**src/sv/ccge_pkg.sv**
```systemverilog
// shared types, opcode grid names, flag masks and decode helpers for the
// control group execute block; no dependencies
`timescale 1ns / 1ps

package ccge_pkg;

    // stack store geometry
    localparam int STACK_DEPTH_DEFAULT = 256;
    localparam int BANK_ROWS_DEFAULT   = STACK_DEPTH_DEFAULT / 3;
    localparam int STACK_BANKS         = 5;
    localparam int BANK_W              = 3;
    localparam int POP_LANES           = 3;
    localparam int SP_SPAN             = 256;
    localparam logic [7:0] SP_RESET    = 8'hFD;

    // status bit positions and masks
    localparam int FLAG_C_BIT = 0;
    localparam int FLAG_Z_BIT = 1;
    localparam int FLAG_I_BIT = 2;
    localparam int FLAG_D_BIT = 3;
    localparam int FLAG_B_BIT = 4;
    localparam int FLAG_V_BIT = 6;
    localparam int FLAG_N_BIT = 7;
    localparam logic [7:0] FLAG_B       = 8'b0001_0000;
    localparam logic [7:0] FLAG_ONE     = 8'b0010_0000;
    localparam logic [7:0] PULL_MASK    = 8'b1100_1111;

    // addressing columns (opcode bits 4..2)
    localparam logic [2:0] COL_IMM = 3'd0;
    localparam logic [2:0] COL_ZP  = 3'd1;
    localparam logic [2:0] COL_STK = 3'd2;
    localparam logic [2:0] COL_ABS = 3'd3;
    localparam logic [2:0] COL_REL = 3'd4;
    localparam logic [2:0] COL_ZPX = 3'd5;
    localparam logic [2:0] COL_FLG = 3'd6;
    localparam logic [2:0] COL_ABX = 3'd7;

    // operation rows (opcode bits 7..5), named after the immediate column, STY after zero page
    localparam logic [2:0] ROW_BRK = 3'd0;
    localparam logic [2:0] ROW_JSR = 3'd1;
    localparam logic [2:0] ROW_RTI = 3'd2;
    localparam logic [2:0] ROW_RTS = 3'd3;
    localparam logic [2:0] ROW_STY = 3'd4;
    localparam logic [2:0] ROW_LDY = 3'd5;
    localparam logic [2:0] ROW_CPY = 3'd6;
    localparam logic [2:0] ROW_CPX = 3'd7;

    typedef enum logic [4:0] {
        OP_NOP, OP_BRK, OP_JSR, OP_RTI, OP_RTS, OP_BIT, OP_JMP,
        OP_STY, OP_SHY, OP_LDY, OP_CPY, OP_CPX,
        OP_PHP, OP_PLP, OP_PHA, OP_PLA,
        OP_DEY, OP_TAY, OP_INY, OP_INX, OP_TYA,
        OP_BRANCH,
        OP_CLC, OP_SEC, OP_CLI, OP_SEI, OP_CLV, OP_CLD, OP_SED
    } op_t;

    typedef struct packed {
        op_t        op;
        logic [2:0] cyc;
        logic       cross_penalty;
    } dec_t;

    // one instruction as held in the input register
    typedef struct packed {
        dec_t        dec;
        logic [2:0]  cmd;
        logic [15:0] eff_addr;
        logic [7:0]  mem_data;
        logic [15:0] next_pc;
        logic        page_cross;
    } ex_item_t;

    typedef struct packed {
        logic [7:0] acc;
        logic [7:0] x;
        logic [7:0] y;
        logic [7:0] flags;
        logic [7:0] sp;
    } arch_state_t;

    typedef struct packed {
        logic [15:0] new_pc;
        logic [7:0]  acc;
        logic [7:0]  x_reg;
        logic [7:0]  y_reg;
        logic [7:0]  status;
        logic [7:0]  stack_ptr;
        logic        wr_en;
        logic [15:0] wr_addr;
        logic [7:0]  wr_data;
        logic [2:0]  cycles;
    } result_t;

    // push0 lands at sp, push1 at sp - 1
    typedef struct packed {
        logic       push0_en;
        logic [7:0] push0_data;
        logic       push1_en;
        logic [7:0] push1_data;
    } stack_wr_t;

    // bytes at sp + 1, sp + 2, sp + 3
    typedef logic [POP_LANES-1:0][7:0] pop_t;

    // map an opcode cell to its operation and base cycle count
    function automatic dec_t decode_op(input logic [2:0] cmd, input logic [2:0] column);
        dec_t d;
        d.op            = OP_NOP;
        d.cyc           = 3'd2;
        d.cross_penalty = 1'b0;
        case (column)
            COL_IMM: begin
                case (cmd)
                    ROW_BRK: begin d.op = OP_BRK; d.cyc = 3'd7; end
                    ROW_JSR: begin d.op = OP_JSR; d.cyc = 3'd6; end
                    ROW_RTI: begin d.op = OP_RTI; d.cyc = 3'd6; end
                    ROW_RTS: begin d.op = OP_RTS; d.cyc = 3'd6; end
                    ROW_LDY: d.op = OP_LDY;
                    ROW_CPY: d.op = OP_CPY;
                    ROW_CPX: d.op = OP_CPX;
                    default: d.op = OP_NOP;
                endcase
            end
            COL_ZP, COL_ABS: begin
                case (cmd)
                    ROW_JSR: d.op = OP_BIT;
                    ROW_STY: d.op = OP_STY;
                    ROW_LDY: d.op = OP_LDY;
                    ROW_CPY: d.op = OP_CPY;
                    ROW_CPX: d.op = OP_CPX;
                    default: d.op = OP_NOP;
                endcase
                if (d.op != OP_NOP) begin
                    d.cyc = (column == COL_ZP) ? 3'd3 : 3'd4;
                end
                // JMP exists only in the absolute column
                if (column == COL_ABS && cmd == ROW_RTI) begin
                    d.op  = OP_JMP;
                    d.cyc = 3'd3;
                end
                if (column == COL_ABS && cmd == ROW_RTS) begin
                    d.op  = OP_JMP;
                    d.cyc = 3'd5;
                end
            end
            COL_STK: begin
                case (cmd)
                    ROW_BRK: begin d.op = OP_PHP; d.cyc = 3'd3; end
                    ROW_JSR: begin d.op = OP_PLP; d.cyc = 3'd4; end
                    ROW_RTI: begin d.op = OP_PHA; d.cyc = 3'd3; end
                    ROW_RTS: begin d.op = OP_PLA; d.cyc = 3'd4; end
                    ROW_STY: d.op = OP_DEY;
                    ROW_LDY: d.op = OP_TAY;
                    ROW_CPY: d.op = OP_INY;
                    default: d.op = OP_INX;
                endcase
            end
            COL_REL: d.op = OP_BRANCH;
            COL_ZPX: begin
                case (cmd)
                    ROW_STY: begin d.op = OP_STY; d.cyc = 3'd4; end
                    ROW_LDY: begin d.op = OP_LDY; d.cyc = 3'd4; end
                    default: d.op = OP_NOP;
                endcase
            end
            COL_FLG: begin
                case (cmd)
                    ROW_BRK: d.op = OP_CLC;
                    ROW_JSR: d.op = OP_SEC;
                    ROW_RTI: d.op = OP_CLI;
                    ROW_RTS: d.op = OP_SEI;
                    ROW_STY: d.op = OP_TYA;
                    ROW_LDY: d.op = OP_CLV;
                    ROW_CPY: d.op = OP_CLD;
                    default: d.op = OP_SED;
                endcase
            end
            default: begin
                case (cmd)
                    ROW_STY: begin d.op = OP_SHY; d.cyc = 3'd5; end
                    ROW_LDY: begin
                        d.op            = OP_LDY;
                        d.cyc           = 3'd4;
                        d.cross_penalty = 1'b1;
                    end
                    default: d.op = OP_NOP;
                endcase
            end
        endcase
        return d;
    endfunction

    // stack pointer change of an operation, two's complement
    function automatic logic [7:0] stack_delta(input op_t op);
        logic [7:0] d;
        case (op)
            OP_JSR:         d = 8'hFE;
            OP_RTI:         d = 8'h03;
            OP_RTS:         d = 8'h02;
            OP_PHP, OP_PHA: d = 8'hFF;
            OP_PLP, OP_PLA: d = 8'h01;
            default:        d = 8'h00;
        endcase
        return d;
    endfunction

endpackage

```
**src/sv/ccge_stack_bank.sv**
```systemverilog
// one bank of the stack store: one write port, one registered read port
// with write-first bypass; depends on ccge_pkg
`timescale 1ns / 1ps

module ccge_stack_bank import ccge_pkg::*; #(
    parameter int ROWS = BANK_ROWS_DEFAULT
) (
    input  logic                    aclk,
    input  logic                    we,
    input  logic [$clog2(ROWS)-1:0] waddr,
    input  logic [7:0]              wdata,
    input  logic                    re,
    input  logic [$clog2(ROWS)-1:0] raddr,
    output logic [7:0]              rdata
);

    logic [7:0] mem [ROWS];
    logic [7:0] rdata_reg;

    // write port
    always_ff @(posedge aclk) begin
        if (we) begin
            mem[waddr] <= wdata;
        end
    end

    // read port, a write to the same row in the same cycle wins
    always_ff @(posedge aclk) begin
        if (re) begin
            rdata_reg <= (we && waddr == raddr) ? wdata : mem[raddr];
        end
    end

    assign rdata = rdata_reg;

endmodule

```
**src/sv/ccge_stack.sv**
```systemverilog
// banked stack store with per-entry valid bits and pop-lane read path
// depends on ccge_pkg and ccge_stack_bank
`timescale 1ns / 1ps

module ccge_stack import ccge_pkg::*; #(
    parameter int STACK_DEPTH = STACK_DEPTH_DEFAULT
) (
    input  logic       aclk,
    input  logic       aresetn,
    input  logic       rd_en,
    input  logic [7:0] rd_sp,
    input  logic [7:0] wr_sp,
    input  stack_wr_t  wr,
    output pop_t       pop
);

    // slots zero and one each get a bank of their own and the rest go round
    // robin over three banks, so any three adjacent stack pointers hit
    // different banks, also where a shallow store wraps early at pointer 0xFF
    localparam int SOLO_BANK0 = STACK_BANKS - 2;
    localparam int SOLO_BANK1 = STACK_BANKS - 1;
    localparam int BANK_ROWS  = STACK_DEPTH / 3;
    localparam int SLOT_W     = $clog2(STACK_DEPTH);
    localparam int ROW_W      = $clog2(BANK_ROWS);

    logic [SLOT_W-1:0] slot_lut [SP_SPAN];
    logic [BANK_W-1:0] bank_lut [SP_SPAN];
    logic [ROW_W-1:0]  row_lut  [SP_SPAN];

    // constant map from stack pointer to slot, bank and row
    for (genvar i = 0; i < SP_SPAN; i++) begin : g_map
        localparam int S = i % STACK_DEPTH;
        localparam int B = (S == 0) ? SOLO_BANK0 :
                           ((S == 1) ? SOLO_BANK1 : (S - 2) % 3);
        localparam int R = (S < 2) ? 0 : (S - 2) / 3;
        assign slot_lut[i] = SLOT_W'(S);
        assign bank_lut[i] = BANK_W'(B);
        assign row_lut[i]  = ROW_W'(R);
    end

    logic [7:0]        l_sp   [POP_LANES];
    logic [SLOT_W-1:0] l_slot [POP_LANES];
    logic [BANK_W-1:0] l_bank [POP_LANES];
    logic [ROW_W-1:0]  l_row  [POP_LANES];
    logic [7:0]        w_sp   [2];
    logic [SLOT_W-1:0] w_slot [2];
    logic [BANK_W-1:0] w_bank [2];
    logic [ROW_W-1:0]  w_row  [2];

    // pop lanes read just above the pointer, pushes land at and below it
    for (genvar k = 0; k < POP_LANES; k++) begin : g_lane
        assign l_sp[k]   = rd_sp + 8'(k + 1);
        assign l_slot[k] = slot_lut[l_sp[k]];
        assign l_bank[k] = bank_lut[l_sp[k]];
        assign l_row[k]  = row_lut[l_sp[k]];
    end

    assign w_sp[0] = wr_sp;
    assign w_sp[1] = wr_sp - 8'd1;
    for (genvar k = 0; k < 2; k++) begin : g_wlane
        assign w_slot[k] = slot_lut[w_sp[k]];
        assign w_bank[k] = bank_lut[w_sp[k]];
        assign w_row[k]  = row_lut[w_sp[k]];
    end

    logic             b_we    [STACK_BANKS];
    logic [ROW_W-1:0] b_wrow  [STACK_BANKS];
    logic [7:0]       b_wdata [STACK_BANKS];
    logic [ROW_W-1:0] b_rrow  [STACK_BANKS];
    logic [7:0]       b_rdata [STACK_BANKS];

    // route the write and read lanes to their banks; where both pushes land
    // on one slot the later one, push1, is the byte that stays
    always_comb begin
        for (int j = 0; j < STACK_BANKS; j++) begin
            b_we[j]    = 1'b0;
            b_wrow[j]  = '0;
            b_wdata[j] = '0;
            b_rrow[j]  = '0;
            if (wr.push1_en && w_bank[1] == BANK_W'(j)) begin
                b_we[j]    = 1'b1;
                b_wrow[j]  = w_row[1];
                b_wdata[j] = wr.push1_data;
            end else if (wr.push0_en && w_bank[0] == BANK_W'(j)) begin
                b_we[j]    = 1'b1;
                b_wrow[j]  = w_row[0];
                b_wdata[j] = wr.push0_data;
            end
            for (int k = 0; k < POP_LANES; k++) begin
                if (l_bank[k] == BANK_W'(j)) begin
                    b_rrow[j] = l_row[k];
                end
            end
        end
    end

    for (genvar j = 0; j < STACK_BANKS; j++) begin : g_bank
        ccge_stack_bank #(
            .ROWS (BANK_ROWS)
        ) u_bank (
            .aclk  (aclk),
            .we    (b_we[j]),
            .waddr (b_wrow[j]),
            .wdata (b_wdata[j]),
            .re    (rd_en),
            .raddr (b_rrow[j]),
            .rdata (b_rdata[j])
        );
    end

    // entries never written read as zero
    logic [STACK_DEPTH-1:0] valid_reg;

    always_ff @(posedge aclk) begin
        if (!aresetn) begin
            valid_reg <= '0;
        end else begin
            if (wr.push0_en) begin
                valid_reg[w_slot[0]] <= 1'b1;
            end
            if (wr.push1_en) begin
                valid_reg[w_slot[1]] <= 1'b1;
            end
        end
    end

    logic [BANK_W-1:0] lane_bank_reg [POP_LANES];
    logic              lane_vld_reg  [POP_LANES];

    // lane bookkeeping captured with the bank reads
    always_ff @(posedge aclk) begin
        if (rd_en) begin
            for (int k = 0; k < POP_LANES; k++) begin
                lane_bank_reg[k] <= l_bank[k];
                lane_vld_reg[k]  <= valid_reg[l_slot[k]]
                                 || (wr.push0_en && w_slot[0] == l_slot[k])
                                 || (wr.push1_en && w_slot[1] == l_slot[k]);
            end
        end
    end

    always_comb begin
        for (int k = 0; k < POP_LANES; k++) begin
            pop[k] = lane_vld_reg[k] ? b_rdata[lane_bank_reg[k]] : 8'h00;
        end
    end

endmodule

```
**config.mk**
```make
export PLATFORM = sky130hd
export DESIGN_NAME = ccge_stack
export DESIGN_NICKNAME = d
export VERILOG_FILES = /design/src/sv/ccge_pkg.sv /design/src/sv/ccge_stack_bank.sv /design/src/sv/ccge_stack.sv
export SDC_FILE = /design/constraint.sdc
export NUM_CORES = 2
export LEC_CHECK = 0
export BUFFER_PORTS_ARGS = -buffer_cell sky130_fd_sc_hd__buf_2
export CORE_UTILIZATION = 30
export CTS_CLUSTER_SIZE = 20
export DETAILED_ROUTE_END_ITERATION = 8
export SLEW_MARGIN = 20
export SYNTH_ARGS = -nofsm -noshare
export SYNTH_HDL_FRONTEND = slang
export SYNTH_SLANG_ARGS = --single-unit
```
**constraint.sdc**
```tcl
create_clock -name aclk -period 29.7 [get_ports aclk]
set_input_delay 5.94 -clock aclk [delete_from_list [all_inputs] [get_ports aclk]]
set_output_delay 5.94 -clock aclk [all_outputs]
set_load 0.005 [all_outputs]
```
======== Word-level counts from Yosys, hierarchy flattened ========
Memory sizes are Yosys's and may differ from the RTL's. A register that Yosys moved wholly into a read port is not among the register bits.
Index checks and enable logic that the tools add are counted.
storage, ports and cells
  register bits ........................... 256
  bits in latches ......................... 0
  bits in writable memories ............... 3412
  bits in read-only memories .............. 23040
  bits of input ports ..................... 37
  output and inout port bits .............. 24
  word-level logic and storage cells ...... 219
  memories ................................ 22
cells by class
  $add $sub $neg .......................... 4
  multiply operators ...................... 0
  div/mod/pow operators ................... 0
  order comparisons ....................... 15
  eq/ne operators ......................... 26
  shifts and indexed selects .............. 0
  multiplexer cells ....................... 112
  bitwise logic cells ..................... 10
  reduce and logical (&&, ||, !) cells .... 29
memory list
  name              depth  width  read ports  clocked after memory_dff  write ports  line              RTL
  (name not given)  256    8      1           0                         0            ccge_stack.sv:61  assign w_slot[k] = slot_lut[w_sp[k]];
  (name not given)  256    8      1           0                         0            ccge_stack.sv:61
  (name not given)  256    8      1           0                         0            ccge_stack.sv:53  assign l_slot[k] = slot_lut[l_sp[k]];
  (name not given)  256    8      1           0                         0            ccge_stack.sv:53
  (name not given)  256    8      1           0                         0            ccge_stack.sv:53
  (name not given)  256    7      1           0                         0            ccge_stack.sv:63  assign w_row[k] = row_lut[w_sp[k]];
  +16 memories      n/a    n/a    n/a         n/a                       n/a          n/a
operators by type and width
  kind                 number
  $mux 256             3
  $or 256x256->256     2
  $mux 7               35
  $mux 8               29
  $bmux 8 s3           3
  $eq 8x8->1           6
  $ge 9x9->1 const B   5
  $lt 8x9->1 const B   5
  $not 8->9            5
  $eq 3x2->1 const B   10
  $mux 3               10
  $mux 1               27
  $bmux 1 s8           3
  $logic_and 1x1->1    18
  $add 8x2->8 const B  2
  $demux 1 s8          2
  $ge 8x1->1 const B   2
  $eq 3x1->1 const B   5
  $eq 3x3->1 const B   5
  $logic_not 3->1      5
  $ge 4x4->1 const B   3
  $not 3->4            3
  $add 8x1->8 const B  1
  $sub 8x1->8 const B  1
  $logic_or 1x1->1     6

======== Depth between registers and ports, before layout ========
  depth after elaboration ................. 13
  depth in mapped cells ................... 27
  mapped depth without buffers ............ 19

======== By module ========
A second synthesis with hierarchy kept.
unflattened totals
  cells, all modules ...................... 9954
  area, all modules ....................... 162373.2 µm²
by module, submodules not included
  module           instances  cells an instance  area each (µm²)  seq. area each (µm²)
  ccge_stack_bank  5          1371               27079.7          20659.8
  ccge_stack       1          3099               26974.6          5485.3

======== Worst setup path before layout ========
No wires, ideal clock.
  kind .................................... input -> register
  start point ............................. in wr_sp[1]
  end point ............................... mem g_bank[0].u_bank.mem[0][1], data pin
  setup time .............................. 864 ps
  data arrival time ....................... 12656 ps
  data required time ...................... 28836 ps
  path slack .............................. 16180 ps
  cell stages on the path ................. 17
  buffers on the path ..................... 7
  cells stage by stage .................... inv_1 clkbuf_1 ha_1 clkbuf_1 inv_1 ha_1 clkbuf_1 buf_1 xnor2_1 o221ai_2 o221ai_1 a221oi_2 nor3b_2 buf_2 clkbuf_1 clkbuf_1 o21ai_0
RTL lines
  what             line                   RTL
  start, declared  ccge_stack.sv:12       input logic [7:0] wr_sp,
  end, declared    ccge_stack_bank.sv:17  logic [7:0] mem [ROWS];

======== Worst setup path in the final report ========
  start point ............................. in rd_sp[1]
  end point ............................... reg g_bank[2].u_bank.rdata_reg[3] (read register of g_bank[2].u_bank.mem), data pin
between the ends
  longest elaborated chain between the ends .. 9
  elaborated cells between the ends (all ways) .. 30
  those cells by class .................... add/sub (3); eq/ne (3); mux (15); bitwise (3); memory (6)
ends and longest elaborated chain
  what                                       line                                RTL
  start, declared                            ccge_stack.sv:11                    input logic [7:0] rd_sp,
  $add 8x1->8                                ccge_stack.sv:52                    assign l_sp[k] = rd_sp + 8'(k + 1);
  $not 8->9 (not written as such)            ccge_stack.sv:54, ccge_stack.sv:55
  $mem_v2 256x3                              n/a
  $mux 3 (not written as such) (2 in a row)  ccge_stack.sv:54                    assign l_bank[k] = bank_lut[l_sp[k]];
  $eq 3x2->1                                 ccge_stack.sv:90                    if (l_bank[k] == BANK_W'(j)) begin
  $mux 7 (2 in a row)                        ccge_stack.sv:90
  $mux 7 *                                   ccge_stack.sv:90
  end, declared                              ccge_stack_bank.sv:18               logic [7:0] rdata_reg;
Every way passes the cells marked *; elsewhere a longest branch is shown, timed or not. The select of a mux whose other input is x is not followed.
A chain may end at the register's enable or synchronous reset.

==> out/metrics.yaml <==
grt_first_pass_wirelength_um: 613200
dp_hpwl_um: 262100
fmax_mhz: 70.61
hold_viol_final: 0
cp-start-kind: "input pin"
setup_viol: 0
dr_wl_met3_um: 36730
slowest_stage: "nor4_1"
crit_type: "in2reg"
seq_area_frac_synth_pct: 64.65
synthCells: 9858
cpMostUsedCell: "buf_4"
final_antenna_net_count: 0
synth_cell_types: 130
dr.max_layer_used: "met5"
synth.net_count: 9915
yosys_register_bits: 3044
tns_ns: 0
die_x_um: 678.8
period_share_pct: 47.69
antenna_found_initial: 48
nNetsFinal: 9781
layout_common_cells: "edfxtp_1 (2788), nand2_1 (1368), nor2_1 (576)"
num_rows: 248
min_period_ns: 14.16
post-cts-setup-buffers: 0
cts_hold_buf: 0
syn_area_per_cell_um2: 13.94
peakVddDrop_mv: 0.07464
initial_core_util_pct: 30.13
num_vias: 89359
critical_path.max_fanout: 122
io_buffers: 60
hp-class: "reg2reg"
cts_tree: "built"
synth_edf_count: 2788
cts_inserted_buffers: 321
worstSkewPairLatency_ns: 0.98
fill_cells: 43927
die_area_um2: 460800
clock-sinks: 3044
grt_overflow: 0
viasPerCell: 5.575
maxCapViolCount: 0
first_pass_iters: 6
yosysWarnings: 0
cts_buffer_depth: 4
gp_congestion: 0.9125
path_clk_slew_ns: 0.06
power_density_nw_per_um2: 78.79
drtIter0Drc: 10840
report.final.slew_viol_count: 0
crit_required_ns: 30.38
grt_pass1_vias: 85448
slowest_delay_ns: 0.79
cts-root-buf: "clkbuf_16"
synth_area_um2: 137400
drt-met1-wl_um: 170200
crit_path_end_kind: "flop"
final_layout_size_suffix_gt1_share_pct: 15.38
coreArea_um2: 456100
slew_headroom_pct: 11.07
critical_path_arrival_ns: 14.84
grt_max_degree: 144
crit_family: "simple AND/OR/NAND/NOR gates"
area_growth_pct: 12.72
rsz0062_at_grt: "false"
leakage_nw: 45.49
skew_ns: 0.08066
synth_async_sr_flop_share_pct: 0
post_drt_wl_per_cell_um: 26.48
worst_slew_pin_slew_ns: 1.331
wirelength_um: 424500
largest_reg_flops: 2736
wl_met2_um: 194300
num_io_pins: 61
outcome: "complete, no violations"
path_buf_inv: 5
cp_cell_sequence: "buf_4, ha_1, inv_1, ha_2, buf_4, nor2b_1, a221oi_2, nor2_1, a221oi_1, o32ai_1, o22ai_1, nand4bb_1, o221ai_4, buf_4, nand2_8, buf_12, nand2_1, a21oi_1, nor4_1, a221o_1, and3_1, o22ai_1"
hold_slack_ns: 0.5310
die_h_um: 678.8
cts.htree.levels: 5
cts_resized: 0
route.detailed.drc: 0
grt_use_total_pct: 17.75
synth_flop_cell: "edfxtp_1"
final_common_cell: "edfxtp_1"
==> cell usage after synthesis (all sizes together) (23+ instances only) <==
master	instances	area (um^2)
inv	47	176.4
mux2i	474	4745
a21boi	32	244.0
and3	97	606.8
a221oi	299	2644
or3	24	155.1
mux4	483	10880
nand3	419	2107
o2111ai	26	227.7
nand4	92	581.8
a21oi	224	1144
xnor2	87	852.1
nor2	629	2381
o22ai	108	681.9
a22oi	59	452.9
a32oi	68	595.6
a211oi	100	765.7
a31oi	99	625.6
edfxtp	2788	83720
o221a	30	337.8
nand2b	34	212.7
xor2	23	227.7
o21ai	208	1045
clkbuf	349	1311
a32o	28	280.3
a311oi	51	459.2
nor4	29	209.0
o211ai	55	422.9
nor3	98	506.7
buf	380	2118
and2	46	287.8
dfxtp	256	5125
nand2	1373	5166
o221ai	34	352.9
nor2b	301	1891
mux2	73	825.8
==> power by group <==
part	internal [W]	leakage (nW)	switching, W	total, W
registers	0.00487	22.6	0.0000950	0.00497
logic	0.00100	17.9	0.00222	0.00322
clock network	0.00228	5.06	0.00173	0.00401
==> final timing paths <==
path,from,end,slack (ns),cells after the start
setup / recovery,rd_sp[1],g_bank[2].u_bank.rdata[3],15.54,22
hold / removal,valid_reg[5],valid_reg[5],0.53,2
setup reg to reg,valid_reg[96],lane_vld_reg[0][0],26.47,6
hold reg to reg,valid_reg[5],valid_reg[5],0.53,2
==> area by class of cell <==
| type | count | area [um^2] | area share, % |
|---|---|---|---|
| Sequential cell | 3044 | 88850 | 57.36 |
| Multi-Input combinational cell | 6031 | 45830 | 29.59 |
| Clock buffer | 398 | 8466 | 5.465 |
| Tap cell | 6000 | 7507 | 4.846 |
| Timing Repair Buffer | 272 | 1993 | 1.287 |
| Clock inverter | 182 | 1938 | 1.251 |
| Inverter | 54 | 202.7 | 0.1309 |
| Antenna cell | 48 | 120.1 | 0.07754 |
==> worst reg2reg max path: stages (launching register included) <==
cell      delay (ns)
dfxtp_1         0.33
mux4_2          0.49
mux4_2          0.54
a211oi_1        0.63
a311oi_1        0.21
a211oi_1        0.31
o21ai_0         0.33
==> logic make-up (layout without fill, tap and decap cells) <==
logic type | after synthesis | count (layout) | share of synthesized area [%]
flops | 3044 | 3044 | 64.65
buf+inv | 783 | 906 | 2.643
mux | 1030 | 1030 | 11.97
fa+ha+maj | 29 | 29 | 0.2477
other cells | 0 | 48 | 0
xor+xnor | 111 | 111 | 0.8022
compound gates | 1655 | 1655 | 9.030
simple gates | 3206 | 3206 | 10.65
==> per-layer routing <==
layer,GRT usage [%],vias up
li1,-,38408
met1,23.70,45527
met2,27.74,4524
met3,3.286,896
met4,8.833,4
met5,0,-
==> stage by stage <==
stage	area [um^2]	utilization, %	setup WS, ns	total power [W]	instances
finish	154900	33.96	15.54	0.01220	16029
global route	154900	33.96	15.07	0.01258	16024
CTS	154700	33.92	15.73	0.01222	15981
detailed placement	144300	31.64	14.75	0.008240	15401
global placement	144300	31.63	14.84	0.008221	15399
floorplan	137400	-	16.18	0.007092	9858
(Power assumes the default switching activity.)
