File: config.mk
export PLATFORM = sky130hd
export DESIGN_NAME = ccge_exec
export DESIGN_NICKNAME = d
export VERILOG_FILES = /design/src/sv/ccge_pkg.sv /design/src/sv/ccge_exec.sv
export SDC_FILE = /design/constraint.sdc
export NUM_CORES = 1
export LEC_CHECK = 0
export ABC_AREA = 1
export BUFFER_PORTS_ARGS = -buffer_cell sky130_fd_sc_hd__buf_4
export CAP_MARGIN = 20
export CORE_ASPECT_RATIO = 0.9
export CORE_MARGIN = 2
export CORE_UTILIZATION = 25
export DETAILED_ROUTE_END_ITERATION = 16
export SYNTH_ARGS = -nofsm -noshare
export SYNTH_HDL_FRONTEND = slang
export SYNTH_SLANG_ARGS = --single-unit
File: constraint.sdc
create_clock -name vclk -period 8.7
set_input_delay 1.305 -clock vclk [all_inputs]
set_output_delay 1.305 -clock vclk [all_outputs]
set_load 0.05 [all_outputs]
File: src/sv/ccge_pkg.sv
// shared types, opcode grid names, flag masks and decode helpers for the
// control group execute block; no dependencies
`timescale 1ns / 1ps

package ccge_pkg;

    // stack store geometry
    localparam int STACK_DEPTH_DEFAULT = 256;
    localparam int BANK_ROWS_DEFAULT   = STACK_DEPTH_DEFAULT / 3;
    localparam int STACK_BANKS         = 5;
    localparam int BANK_W              = 3;
    localparam int POP_LANES           = 3;
    localparam int SP_SPAN             = 256;
    localparam logic [7:0] SP_RESET    = 8'hFD;

    // status bit positions and masks
    localparam int FLAG_C_BIT = 0;
    localparam int FLAG_Z_BIT = 1;
    localparam int FLAG_I_BIT = 2;
    localparam int FLAG_D_BIT = 3;
    localparam int FLAG_B_BIT = 4;
    localparam int FLAG_V_BIT = 6;
    localparam int FLAG_N_BIT = 7;
    localparam logic [7:0] FLAG_B       = 8'b0001_0000;
    localparam logic [7:0] FLAG_ONE     = 8'b0010_0000;
    localparam logic [7:0] PULL_MASK    = 8'b1100_1111;

    // addressing columns (opcode bits 4..2)
    localparam logic [2:0] COL_IMM = 3'd0;
    localparam logic [2:0] COL_ZP  = 3'd1;
    localparam logic [2:0] COL_STK = 3'd2;
    localparam logic [2:0] COL_ABS = 3'd3;
    localparam logic [2:0] COL_REL = 3'd4;
    localparam logic [2:0] COL_ZPX = 3'd5;
    localparam logic [2:0] COL_FLG = 3'd6;
    localparam logic [2:0] COL_ABX = 3'd7;

    // operation rows (opcode bits 7..5), named after the immediate column, STY after zero page
    localparam logic [2:0] ROW_BRK = 3'd0;
    localparam logic [2:0] ROW_JSR = 3'd1;
    localparam logic [2:0] ROW_RTI = 3'd2;
    localparam logic [2:0] ROW_RTS = 3'd3;
    localparam logic [2:0] ROW_STY = 3'd4;
    localparam logic [2:0] ROW_LDY = 3'd5;
    localparam logic [2:0] ROW_CPY = 3'd6;
    localparam logic [2:0] ROW_CPX = 3'd7;

    typedef enum logic [4:0] {
        OP_NOP, OP_BRK, OP_JSR, OP_RTI, OP_RTS, OP_BIT, OP_JMP,
        OP_STY, OP_SHY, OP_LDY, OP_CPY, OP_CPX,
        OP_PHP, OP_PLP, OP_PHA, OP_PLA,
        OP_DEY, OP_TAY, OP_INY, OP_INX, OP_TYA,
        OP_BRANCH,
        OP_CLC, OP_SEC, OP_CLI, OP_SEI, OP_CLV, OP_CLD, OP_SED
    } op_t;

    typedef struct packed {
        op_t        op;
        logic [2:0] cyc;
        logic       cross_penalty;
    } dec_t;

    // one instruction as held in the input register
    typedef struct packed {
        dec_t        dec;
        logic [2:0]  cmd;
        logic [15:0] eff_addr;
        logic [7:0]  mem_data;
        logic [15:0] next_pc;
        logic        page_cross;
    } ex_item_t;

    typedef struct packed {
        logic [7:0] acc;
        logic [7:0] x;
        logic [7:0] y;
        logic [7:0] flags;
        logic [7:0] sp;
    } arch_state_t;

    typedef struct packed {
        logic [15:0] new_pc;
        logic [7:0]  acc;
        logic [7:0]  x_reg;
        logic [7:0]  y_reg;
        logic [7:0]  status;
        logic [7:0]  stack_ptr;
        logic        wr_en;
        logic [15:0] wr_addr;
        logic [7:0]  wr_data;
        logic [2:0]  cycles;
    } result_t;

    // push0 lands at sp, push1 at sp - 1
    typedef struct packed {
        logic       push0_en;
        logic [7:0] push0_data;
        logic       push1_en;
        logic [7:0] push1_data;
    } stack_wr_t;

    // bytes at sp + 1, sp + 2, sp + 3
    typedef logic [POP_LANES-1:0][7:0] pop_t;

    // map an opcode cell to its operation and base cycle count
    function automatic dec_t decode_op(input logic [2:0] cmd, input logic [2:0] column);
        dec_t d;
        d.op            = OP_NOP;
        d.cyc           = 3'd2;
        d.cross_penalty = 1'b0;
        case (column)
            COL_IMM: begin
                case (cmd)
                    ROW_BRK: begin d.op = OP_BRK; d.cyc = 3'd7; end
                    ROW_JSR: begin d.op = OP_JSR; d.cyc = 3'd6; end
                    ROW_RTI: begin d.op = OP_RTI; d.cyc = 3'd6; end
                    ROW_RTS: begin d.op = OP_RTS; d.cyc = 3'd6; end
                    ROW_LDY: d.op = OP_LDY;
                    ROW_CPY: d.op = OP_CPY;
                    ROW_CPX: d.op = OP_CPX;
                    default: d.op = OP_NOP;
                endcase
            end
            COL_ZP, COL_ABS: begin
                case (cmd)
                    ROW_JSR: d.op = OP_BIT;
                    ROW_STY: d.op = OP_STY;
                    ROW_LDY: d.op = OP_LDY;
                    ROW_CPY: d.op = OP_CPY;
                    ROW_CPX: d.op = OP_CPX;
                    default: d.op = OP_NOP;
                endcase
                if (d.op != OP_NOP) begin
                    d.cyc = (column == COL_ZP) ? 3'd3 : 3'd4;
                end
                // JMP exists only in the absolute column
                if (column == COL_ABS && cmd == ROW_RTI) begin
                    d.op  = OP_JMP;
                    d.cyc = 3'd3;
                end
                if (column == COL_ABS && cmd == ROW_RTS) begin
                    d.op  = OP_JMP;
                    d.cyc = 3'd5;
                end
            end
            COL_STK: begin
                case (cmd)
                    ROW_BRK: begin d.op = OP_PHP; d.cyc = 3'd3; end
                    ROW_JSR: begin d.op = OP_PLP; d.cyc = 3'd4; end
                    ROW_RTI: begin d.op = OP_PHA; d.cyc = 3'd3; end
                    ROW_RTS: begin d.op = OP_PLA; d.cyc = 3'd4; end
                    ROW_STY: d.op = OP_DEY;
                    ROW_LDY: d.op = OP_TAY;
                    ROW_CPY: d.op = OP_INY;
                    default: d.op = OP_INX;
                endcase
            end
            COL_REL: d.op = OP_BRANCH;
            COL_ZPX: begin
                case (cmd)
                    ROW_STY: begin d.op = OP_STY; d.cyc = 3'd4; end
                    ROW_LDY: begin d.op = OP_LDY; d.cyc = 3'd4; end
                    default: d.op = OP_NOP;
                endcase
            end
            COL_FLG: begin
                case (cmd)
                    ROW_BRK: d.op = OP_CLC;
                    ROW_JSR: d.op = OP_SEC;
                    ROW_RTI: d.op = OP_CLI;
                    ROW_RTS: d.op = OP_SEI;
                    ROW_STY: d.op = OP_TYA;
                    ROW_LDY: d.op = OP_CLV;
                    ROW_CPY: d.op = OP_CLD;
                    default: d.op = OP_SED;
                endcase
            end
            default: begin
                case (cmd)
                    ROW_STY: begin d.op = OP_SHY; d.cyc = 3'd5; end
                    ROW_LDY: begin
                        d.op            = OP_LDY;
                        d.cyc           = 3'd4;
                        d.cross_penalty = 1'b1;
                    end
                    default: d.op = OP_NOP;
                endcase
            end
        endcase
        return d;
    endfunction

    // stack pointer change of an operation, two's complement
    function automatic logic [7:0] stack_delta(input op_t op);
        logic [7:0] d;
        case (op)
            OP_JSR:         d = 8'hFE;
            OP_RTI:         d = 8'h03;
            OP_RTS:         d = 8'h02;
            OP_PHP, OP_PHA: d = 8'hFF;
            OP_PLP, OP_PLA: d = 8'h01;
            default:        d = 8'h00;
        endcase
        return d;
    endfunction

endpackage

File: src/sv/ccge_exec.sv
// execute logic: next architectural state, result word and stack pushes
// for one decoded instruction; depends on ccge_pkg
`timescale 1ns / 1ps

module ccge_exec import ccge_pkg::*; (
    input  ex_item_t    item,
    input  arch_state_t state,
    input  pop_t        pop,
    input  logic [15:0] break_vector,
    output arch_state_t state_next,
    output result_t     res,
    output stack_wr_t   stack_wr
);

    // branch condition select, opcode bits 7..6
    localparam logic [1:0] BR_ON_N = 2'd0;
    localparam logic [1:0] BR_ON_V = 2'd1;
    localparam logic [1:0] BR_ON_C = 2'd2;

    function automatic logic [7:0] with_zn(input logic [7:0] f, input logic [7:0] v);
        logic [7:0] r;
        r             = f;
        r[FLAG_Z_BIT] = (v == 8'h00);
        r[FLAG_N_BIT] = v[7];
        return r;
    endfunction

    logic [15:0] ret_addr;
    logic [8:0]  diff_y;
    logic [8:0]  diff_x;
    logic [7:0]  y_dec;
    logic [7:0]  y_inc;
    logic [7:0]  x_inc;
    logic        br_flag;
    logic        take;

    assign ret_addr = item.next_pc - 16'd1;
    assign diff_y   = {1'b0, state.y} - {1'b0, item.mem_data};
    assign diff_x   = {1'b0, state.x} - {1'b0, item.mem_data};
    assign y_dec    = state.y - 8'd1;
    assign y_inc    = state.y + 8'd1;
    assign x_inc    = state.x + 8'd1;

    // branch condition from the flag row
    always_comb begin
        case (item.cmd[2:1])
            BR_ON_N: br_flag = state.flags[FLAG_N_BIT];
            BR_ON_V: br_flag = state.flags[FLAG_V_BIT];
            BR_ON_C: br_flag = state.flags[FLAG_C_BIT];
            default: br_flag = state.flags[FLAG_Z_BIT];
        endcase
    end
    assign take = (br_flag == item.cmd[0]);

    // instruction body
    always_comb begin
        state_next  = state;
        res         = '0;
        stack_wr    = '0;
        res.new_pc  = item.next_pc;
        res.cycles  = item.dec.cyc + {2'b00, item.dec.cross_penalty & item.page_cross};
        case (item.dec.op)
            OP_BRK: begin
                state_next.flags[FLAG_B_BIT] = 1'b1;
                res.new_pc = break_vector;
            end
            OP_JSR: begin
                stack_wr.push0_en   = 1'b1;
                stack_wr.push0_data = ret_addr[15:8];
                stack_wr.push1_en   = 1'b1;
                stack_wr.push1_data = ret_addr[7:0];
                res.new_pc          = item.eff_addr;
            end
            OP_RTI: begin
                state_next.flags = pop[0] & ~FLAG_ONE;
                res.new_pc       = {pop[2], pop[1]};
            end
            OP_RTS: res.new_pc = {pop[1], pop[0]} + 16'd1;
            OP_BIT: begin
                state_next.flags[FLAG_Z_BIT] = ((state.acc & item.mem_data) == 8'h00);
                state_next.flags[FLAG_V_BIT] = item.mem_data[6];
                state_next.flags[FLAG_N_BIT] = item.mem_data[7];
            end
            OP_JMP: res.new_pc = item.eff_addr;
            OP_STY: begin
                res.wr_en   = 1'b1;
                res.wr_addr = item.eff_addr;
                res.wr_data = state.y;
            end
            OP_SHY: begin
                res.wr_en   = 1'b1;
                res.wr_addr = item.eff_addr;
                res.wr_data = state.y & (item.eff_addr[15:8] + 8'd1);
            end
            OP_LDY: begin
                state_next.y     = item.mem_data;
                state_next.flags = with_zn(state.flags, item.mem_data);
            end
            OP_CPY: begin
                state_next.flags = with_zn(state.flags, diff_y[7:0]);
                state_next.flags[FLAG_C_BIT] = ~diff_y[8];
            end
            OP_CPX: begin
                state_next.flags = with_zn(state.flags, diff_x[7:0]);
                state_next.flags[FLAG_C_BIT] = ~diff_x[8];
            end
            OP_PHP: begin
                stack_wr.push0_en   = 1'b1;
                stack_wr.push0_data = state.flags | FLAG_B | FLAG_ONE;
            end
            OP_PLP: state_next.flags = (pop[0] & PULL_MASK) | (state.flags & FLAG_B);
            OP_PHA: begin
                stack_wr.push0_en   = 1'b1;
                stack_wr.push0_data = state.acc;
            end
            OP_PLA: begin
                state_next.acc   = pop[0];
                state_next.flags = with_zn(state.flags, pop[0]);
            end
            OP_DEY: begin
                state_next.y     = y_dec;
                state_next.flags = with_zn(state.flags, y_dec);
            end
            OP_TAY: begin
                state_next.y     = state.acc;
                state_next.flags = with_zn(state.flags, state.acc);
            end
            OP_INY: begin
                state_next.y     = y_inc;
                state_next.flags = with_zn(state.flags, y_inc);
            end
            OP_INX: begin
                state_next.x     = x_inc;
                state_next.flags = with_zn(state.flags, x_inc);
            end
            OP_TYA: begin
                state_next.acc   = state.y;
                state_next.flags = with_zn(state.flags, state.y);
            end
            OP_BRANCH: begin
                if (take) begin
                    res.new_pc = item.eff_addr;
                    res.cycles = (item.eff_addr[15:8] != item.next_pc[15:8]) ? 3'd4 : 3'd3;
                end
            end
            OP_CLC: state_next.flags[FLAG_C_BIT] = 1'b0;
            OP_SEC: state_next.flags[FLAG_C_BIT] = 1'b1;
            OP_CLI: state_next.flags[FLAG_I_BIT] = 1'b0;
            OP_SEI: state_next.flags[FLAG_I_BIT] = 1'b1;
            OP_CLV: state_next.flags[FLAG_V_BIT] = 1'b0;
            OP_CLD: state_next.flags[FLAG_D_BIT] = 1'b0;
            OP_SED: state_next.flags[FLAG_D_BIT] = 1'b1;
            default: ;
        endcase
        state_next.sp = state.sp + stack_delta(item.dec.op);

        res.acc       = state_next.acc;
        res.x_reg     = state_next.x;
        res.y_reg     = state_next.y;
        res.status    = state_next.flags | FLAG_ONE;
        res.stack_ptr = state_next.sp;
    end

endmodule

* Word level (Yosys, flattened, before mapping)
Cells that the tools add are included.
Storage, ports and cells: register bits after elaboration 0, output and inout port bits 142, bits of input ports 133
Operators by class: eq/ne operators 32, bitwise operators 6, mux-type cells 21, reduce and logical (&&, ||, !) cells 16, add/subtract/negate cells 10
Operators with widths (count):
- 8-bit zero test | 10
- 16-bit case mux with 5 select lines | 1
- 5-bit equality test (second input constant) | 13
- 25-bit case mux with 2 select lines | 1
- 5-bit by 4-bit equality test with 1-bit output (second input constant) | 8
- 8-bit case mux with 5 select lines | 1
- 8-bit case mux with 4 select lines | 1
- 9-bit case mux with 3 select lines | 1
- 8-bit by 1-bit adder with 8-bit output (second input constant) | 3
- 5-bit by 3-bit equality test with 1-bit output (second input constant) | 4
- 8-bit by 8-bit subtractor with 9-bit output | 2
- 16-bit by 1-bit adder with 16-bit output (second input constant) | 1
- 8-bit bitwise AND | 2
- 16-bit 2-to-1 mux | 1
- 8-bit case mux with 2 select lines | 1
- 16-bit by 1-bit subtractor with 16-bit output (second input constant) | 1
- 1-bit case mux with 12 select lines | 1
- 1-bit case mux with 4 select lines | 3
- 5-bit by 2-bit equality test with 1-bit output (second input constant) | 2
- 1-bit case mux with 10 select lines | 1
- 2-bit OR reduction | 5
- 3-bit 2-to-1 mux | 3
- 9-bit 2-to-1 mux | 1
- 8-bit adder | 1
- other kinds (15) | 17

* Logic depth before layout (Yosys ltp)
Gate-level depths: netlist (run 1).
depth in word-level cells 5, depth in mapped cells 14, depth with buffers taken out 12

* Least setup slack after synthesis (run 1)
No wires, ideal clock.
kind input to output, start point input item[48] in the netlist's numbering, end point output state_next[6] in the netlist's numbering, data arrival time 4764 ps, cell stages on the path 14, data required time 7395 ps, slack 2631 ps, cells stage by stage buf_4 -> inv_1 -> nand2_4 -> nor2_4 -> inv_2 -> o21ai_2 -> nor2_1 -> fa_1 -> o21ai_0 -> a21oi_1 -> nor2_1 -> nor2_1 -> xnor2_1 -> buf_4
RTL lines:
- from (decl) | line ccge_exec.sv:6 | input ex_item_t item,
- to (decl) | line ccge_exec.sv:10 | output arch_state_t state_next,

==> results.cfg, run 1 <==
[worst_hold_path]
hp-start = item[1]
whs_path_depth = 3
holdPathEnd = stack_wr[0]
worstHoldPathType = primary input to primary output

[finish]
drive_above_1_share = 0.287
final_nets = 1297
instances_no_fill = 1374
final_common_cell = buf_4
antenna_cells = 0
syn_to_final_growth_pct = 40.9
layout_common_cells = buf_4, nand2_1, inv_1
regArea_um2 = 0
clockBufferCount = 0
design.seq.count = 0

[timing]
fmax_mhz = 191
worst_pin_slew_ns = 0.840
finalCritPeriodShare = 0.602
layout_min_cycle_time_ns = 5.24
rsz0062_at_grt = no
setup_tns_ns = 0
drv_slew = 0
fin_ws_ns = 3.46
hold_viol_final = 0
slew_headroom = 0.438
setup_viol = 0

[setup_path]
slowest_delay_ns = 0.41
cp.required_ns = 7.39
path_class = primary input to primary output
worst_path_max_delay_cell = ha_1
cp-start-kind = primary input
critPathArrivalTime_ns = 3.93
crit_chain = buf_4 > nor2_2 > nand2_1 > nor2_4 > inv_2 > o21ai_0 > ha_1 > a21oi_1 > o21ai_0 > a21oi_1 > nor2_1 > nor2_1 > xnor2_1 > buf_4
cp-end-kind = primary output
cp_max_fo = 10

[place]
post-place-ws_ns = 3.44
dp_hpwl_um = 20200
io_buffers = 274
place_congestion = 0.986
numPlacedInstances = 1374

[routing]
drt_iter0_markers = 570
first_pass_iters = 5
drt-total-wl_um = 23100
drc = 0
num_vias = 6759
via_per_inst = 4.92
ant_nets = 0
wire_per_inst_um = 16.8

[grt]
gr-usage-all-layers = 0.214
grt_pass1_wl_um = 34600
antenna_found_initial = 0
grt_pass1_vias = 6243
grt_max_degree = 24
grt_overflow = 0

[floorplan]
start_util = 0.254
rows = 48
core_um2 = 19100
die_y_um = 136
ios = 275
die_w_um = 151
die-area_um2 = 20500

[logic_synthesis]
netlist_area_um2 = 4850
ys_seq_area_frac = 0
synth.distinct_cells = 47
syn_nets = 1076
synthCells = 905
yosysWarnings = 0
avgSynthCellArea_um2 = 5.36

[pwr]
ir_worst_vdd_v = 0.0000410
powerDensity_nw_per_um2 = 74.0
leakagePower_uw = 0.00374

[clock_network]
hold_buffers = 0
post_cts_resized = 0
postCtsSetupRepairBufs = 0

[outcome]
status = completed

[run]
max-cap-violations = 0
[critical path: cells and delay by family]
kind	cells	cell delay [ns]
AOI/OAI and AO/OA	4	0.78
xor gates and xnor gates	1	0.16
adders and majority gates	1	0.41
buffers and inverters	3	0.53
and+or+nand+nor	5	0.75
[worst max-delay path by stage]
stage               slack, ns  startpoint  cells past startpoint             to
global placement         3.53    item[51]                     14        res[34]
detailed placement       3.44    item[51]                     14  state_next[6]
floorplan                2.63    item[48]                     14  state_next[6]
CTS                      3.44    item[51]                     14  state_next[6]
global route             3.22    item[51]                     14  state_next[6]
finish                   3.46    item[51]                     14  state_next[6]
[Yosys cell counts, types with 2 or more instances]
master	number	area, µm²
clkbuf_1	6	22.5
a221oi_1	5	43.8
ha_1	35	438
a211oi_2	2	25.0
nor2_2	7	43.8
nand2_1	222	833
nor2_1	108	405
o211ai_1	13	97.6
xnor2_1	17	149
o2111ai_1	3	26.3
inv_1	137	514
a31oi_1	2	12.5
nor3_1	6	30.0
a211oi_1	3	22.5
nand3_2	3	30.0
o221ai_1	16	140
nand3_1	81	405
o22ai_1	7	43.8
xor2_1	20	175
o21ai_0	41	205
nor3_2	3	30.0
a21oi_1	35	175
nand2_2	6	37.5
buf_6	2	22.5
or2_2	3	18.8
inv_2	14	52.6
buf_2	4	20.0
nand4_1	24	150
a22o_1	7	61.3
nand2_4	2	22.5
nor2_4	5	56.3
a22oi_1	3	22.5
fa_1	3	60.1
nand3b_1	4	30.0
buf_4	43	323
o21ai_2	2	17.5
[kinds of logic (layout without fill, tap and decap cells)]
family,count (synthesis),after routing,synth area share
other cells,1,1,0.000774
xor+xnor,37,37,0.0669
fa+ha+maj,38,38,0.103
compound gates,145,145,0.196
buf+inv,208,427,0.199
simple gates,476,476,0.435
[where the power goes]
part	internal (µW)	switching (µW)	total, µW
Combinational	160	346	506
Sequential	0	0	0
Clock	0	0	0
Total	160	346	506
[per-stage QoR]
stage | utilization | power, µW | hold WS [ns] | cell area, µm²
3_5_place_dp | 0.358 | 504 | 2.94 | 6830
2_1_floorplan | - | 345 | 2.79 | 4850
5_1_grt | 0.358 | 541 | 2.96 | 6830
4_1_cts | 0.358 | 505 | 2.95 | 6830
3_3_place_gp | 0.358 | 502 | 2.95 | 6830
6_report | 0.358 | 506 | 2.95 | 6830
[layer usage]
metal,GRT usage,routed length (µm),share of wire,vias up
met5,0,0,0,-
met4,0.0291,365,0.016,0
met2,0.357,10300,0.45,308
met3,0.0292,1910,0.083,25
li1,-,-,-,3378
met1,0.301,10500,0.45,3048
[cell type report]
cell class                 instances  area [µm²]
tap                              250         313
inverter                         153         576
fill                            2180       12300
timing repair buffer             274        2060
multi-input combinational        697        3880
Note: power is estimated with default switching activity, not from simulation.
==> run 2, diff against run 1 <==
==> constraint.sdc (replaced) <==
create_clock -name vclk -period 4.9
set_input_delay 0.735 -clock vclk [all_inputs]
set_output_delay 0.735 -clock vclk [all_outputs]
set_load 0.05 [all_outputs]
==> run 2 against run 1 <==
Sequential share of layout area is the same. Utilization is essentially flat. Total power grew 78%. Worst setup slack lost 2.7 ns. Routed wire length grew 0.71%. Clock-buffer cell count is the same. Global-route usage grew 0.24 points. Cell count is the same. Cell area grew 0.11%. Non-clock buffer count is the same. Combinational power grew 78%. Hold slack lost 1.2 ns. Critical endpoint is now res[34]. Largest power group unchanged. Highest routed layer unchanged.
==> results.cfg, run 2 (same netlist as run 1, synthesis figures left out) <==
[place]
io_buffers = 274
dp_hpwl_um = 20300
post-place-ws_ns = 0.812
place_congestion = 0.962

[outcome]
status = completed

[setup_path]
path_class = primary input to primary output
cp-end-kind = primary output
cp-start-kind = primary input
crit_chain = buf_4 > nor2_2 > nand2_1 > nor2_4 > inv_2 > o21ai_0 > ha_1 > a21oi_1 > o21ai_0 > a21oi_1 > nor2_1 > nor2_1 > xnor2_2 > buf_4
crit_buf_inv = 3
cp_max_fo = 10
worst_path_max_delay_cell = ha_1
critPathTopFamily = simple AND/OR/NAND/NOR gates
critPathArrivalTime_ns = 3.36
cp.required_ns = 4.16
slowest_delay_ns = 0.41

[finish]
design.seq.count = 0
final_nets = 1297
syn_to_final_growth_pct = 41.0
layout_common_cells = buf_4, nand2_1, inv_1
fill_cells = 2198
drive_above_1_share = 0.288
antenna_cells = 0
regArea_um2 = 0
clockBufferCount = 0
final_common_cell = buf_4
multi_input_area_um2 = 3890

[routing]
drt-total-wl_um = 23300
ant_nets = 0
wire_per_inst_um = 16.9
drc = 0
num_vias = 6746
via_per_inst = 4.91
first_pass_iters = 5
drt_iter0_markers = 481

[floorplan]
die_w_um = 151
core_um2 = 19100
rows = 48
die_y_um = 136
die-area_um2 = 20500
ios = 275
start_util = 0.254

[grt]
grt_pass1_vias = 6339
grt_max_degree = 24
gr-usage-all-layers = 0.217
antenna_found_initial = 1
grt_overflow = 0
grt_pass1_wl_um = 34800

[pwr]
ir_worst_vdd_v = 0.0000577
leakagePower_uw = 0.00374
powerDensity_nw_per_um2 = 132

[clock_network]
hold_buffers = 0
post_cts_resized = 0
postCtsSetupRepairBufs = 0

[timing]
setup_viol = 0
rsz0062_at_grt = no
fin_ws_ns = 0.806
slew_headroom = 0.430
setup_tns_ns = 0
layout_min_cycle_time_ns = 4.09
drv_slew = 0
finalCritPeriodShare = 0.835
hold_viol_final = 0
worst_pin_slew_ns = 0.852
fmax_mhz = 244

[run]
max-cap-violations = 0

[worst_hold_path]
worstHoldPathType = primary input to primary output
## run 2: report_power, final
group	switching (µW)	internal, µW	leakage, µW	total [µW]
sequential	0	0	0	0
combinational	615	284	0.00374	899
clock	0	0	0	0
total	615	284	0.00374	899
## run 2: area by class of cell
class	count	share of cell area
Inverter	153	0.0842
Tap cell	250	0.0458
Multi-Input combinational cell	697	0.569
Timing Repair Buffer	274	0.301
## run 2: path summary, 6_finish.rpt
kind	startpoint	to	slack, ns	cells past startpoint
worst max-delay path	item[51]	res[34]	0.81	14
worst min-delay path	item[1]	stack_wr[0]	1.80	3
## run 2: routing by layer
| layer | part of all wire | wire length [µm] | GRT usage | vias up |
|---|---|---|---|---|
| met5 | 0 | 0 | 0 | - |
| met4 | 0.021 | 499 | 0.0389 | 0 |
| met3 | 0.091 | 2120 | 0.0315 | 32 |
| met2 | 0.44 | 10100 | 0.352 | 299 |
| met1 | 0.45 | 10500 | 0.306 | 3036 |
| li1 | - | - | - | 3379 |
## run 2: tightest hold or removal path: cells and delay by family
kind,cells,cell delay (ns)
buffers and inverters,2,0.28
and+or+nand+nor,1,0.04
## run 2: stage by stage
step	cell area [µm²]	hold WS, ns	util	total power [µW]	cells
2_1_floorplan	4850	1.65	-	613	905
3_3_place_gp	6840	1.81	0.358	894	1374
3_5_place_dp	6840	1.79	0.358	897	1374
4_1_cts	6840	1.79	0.358	899	1374
5_1_grt	6840	1.80	0.358	962	1374
6_report	6840	1.80	0.358	899	1374
==> run 3, diff against run 2 <==
--- a/config.mk
+++ b/config.mk
@@ -5,7 +5,7 @@
 export SDC_FILE = /design/constraint.sdc
 export NUM_CORES = 1
 export LEC_CHECK = 0
-export ABC_AREA = 1
+export ABC_AREA = 0
 export BUFFER_PORTS_ARGS = -buffer_cell sky130_fd_sc_hd__buf_4
 export CAP_MARGIN = 20
 export CORE_ASPECT_RATIO = 0.9
==> constraint.sdc (replaced) <==
create_clock -name vclk -period 3.7
set_input_delay 0.555 -clock vclk [all_inputs]
set_output_delay 0.555 -clock vclk [all_outputs]
set_load 0.05 [all_outputs]
==> run 3 against run 2 <==
Via count fell by 5.9%. Combinational power rose by 33%. Worst setup slack got worse by 0.65 ns. Hold slack got worse by 0.34 ns. Cell area fell by 0.75%. Synthesized cell count fell by 22%. Sequential share of layout area did not move. Global-route usage fell by 0.18 points. Clock-buffer cell count did not move. Non-clock buffer count rose by 25. Critical path depth fell by 3. First-iteration DRC count rose by 59%. Largest cell class unchanged.
==> results.cfg, run 3 <==
[grt]
grt_overflow = 0
top_usage_layer = met2
antenna_found_initial = 0
grt_max_degree = 33
met3_usage = 0.0228
use_met2 = 0.352
use_met1 = 0.314
gr-usage-all-layers = 0.215
grt_pass1_wl_um = 34100
grt_pass1_vias = 5869

[run]
max-cap-violations = 0

[setup_path]
cp-end-kind = primary output
cp_max_fo = 3
cp-start-kind = primary input
critPathArrivalTime_ns = 2.98
cp.required_ns = 3.14
crit_chain = buf_4 > inv_1 > ha_1 > fa_1 > nand2b_1 > a21oi_1 > a21oi_1 > or3_1 > a2111oi_1 > o32a_2 > buf_4
critPathTopFamily = compound AO/OA/AOI/OAI gates
slowest_delay_ns = 0.42
cp.depth = 11
path_class = primary input to primary output
worst_path_max_delay_cell = fa_1
crit_buf_inv = 3

[timing]
fin_ws_ns = 0.161
layout_min_cycle_time_ns = 3.54
hold_viol_final = 0
fmax_mhz = 283
setup_viol = 0
drv_slew = 0
slew_headroom = 0.448
worst_pin_slew_ns = 0.828
finalCritPeriodShare = 0.957

[finish]
drive_above_1_share = 0.353
final_common_cell = buf_4
antenna_cells = 0
layout_common_cells = buf_4, nand2_1, nor2_1
design.seq.count = 0
fin_util = 0.369
fill_cells = 1982
clockBufferCount = 0
syn_to_final_growth_pct = 44.8
regArea_um2 = 0
final_nets = 1097

[floorplan]
die-area_um2 = 19900
start_util = 0.255
rows = 47
ios = 275
core_um2 = 18400
die_y_um = 134
die_w_um = 148

[clock_network]
post_cts_resized = 0
postCtsSetupRepairBufs = 0
hold_buffers = 0

[logic_synthesis]
avgSynthCellArea_um2 = 6.61
synth.distinct_cells = 75
ys_seq_area_frac = 0
yosysWarnings = 0
synth_top_cell_area_share = 0.0935
synth_top_cells_by_area = ha_1, xnor2_1, buf_4, nand2_1, xor2_1
syn_nets = 880
netlist_top_cells_count = nand2_1, nor2_1, buf_4
synthCells = 709
netlist_area_um2 = 4690
yosysMostFrequentCell = nand2_1
yosysTopAreaCell = ha_1

[worst_hold_path]
worstHoldPathType = primary input to primary output
hp-start = item[1]
whs_path_depth = 3
holdPathEnd = stack_wr[0]

[routing]
first_pass_iters = 7
ant_nets = 0
wire_per_inst_um = 19.6
drt-total-wl_um = 22900
via_per_inst = 5.43
num_vias = 6345
drc = 0
drt_iter0_markers = 763

[place]
dp_hpwl_um = 18900
post-place-ws_ns = 0.169
io_buffers = 274
place_congestion = 0.925

[outcome]
status = completed

[pwr]
powerDensity_nw_per_um2 = 177
ir_worst_vdd_v = 0.0000844
leakagePower_uw = 0.00313
run 3: cell families after synthesis:
kind of cell | Yosys count | share of synthesized area
buffers and inverters | 113 | 0.132
other | 1 | 0.000800
AOI/OAI and AO/OA | 181 | 0.279
and+or+nand+nor | 294 | 0.324
xor gates and xnor gates | 73 | 0.136
adders and majority gates | 38 | 0.106
muxes | 9 | 0.0219
run 3: metrics by stage:
step                TNS (ns)  cells  instance area (µm²)  hold slack [ns]  total power (µW)
finish                     0   1169                 6790             1.46              1200
global placement           0   1169                 6780             1.45              1190
floorplan              -1.22    709                 4750             1.29               815
detailed placement         0   1169                 6780             1.45              1190
CTS                        0   1169                 6780             1.45              1200
global route        -0.00928   1169                 6790             1.47              1270
run 3: tightest hold or removal path, delay by kind of cell:
kind                   cells  cell delay [ns]
and+or+nand+nor            1             0.05
buffers and inverters      2             0.30
run 3: area by class of cell:
class,count,area [µm²],area share
Tap cell,245,307,0.0452
Inverter,29,109,0.0160
Multi-Input combinational cell,596,4120,0.607
Timing Repair Buffer,299,2250,0.331
run 3: how the worst max path moves through the flow:
| stage | end | start |
|---|---|---|
| 2_1_floorplan | state_next[20] | item[50] |
| 3_3_place_gp | res[37] | state[16] |
| 3_5_place_dp | state_next[9] | state[16] |
| 4_1_cts | state_next[9] | state[16] |
| 5_1_grt | res[37] | state[16] |
| 6_report | state_next[9] | state[16] |
run 3: power by group:
group	switching (µW)	internal, µW
combinational	786	414
clock	0	0
sequential	0	0
total	786	414
run 3: per-layer routing:
layer | vias to the layer above | wire length (µm)
li1 | 2989 | -
met3 | 24 | 1890
met4 | 0 | 300
met5 | - | 0
met1 | 2972 | 10400
met2 | 360 | 10400
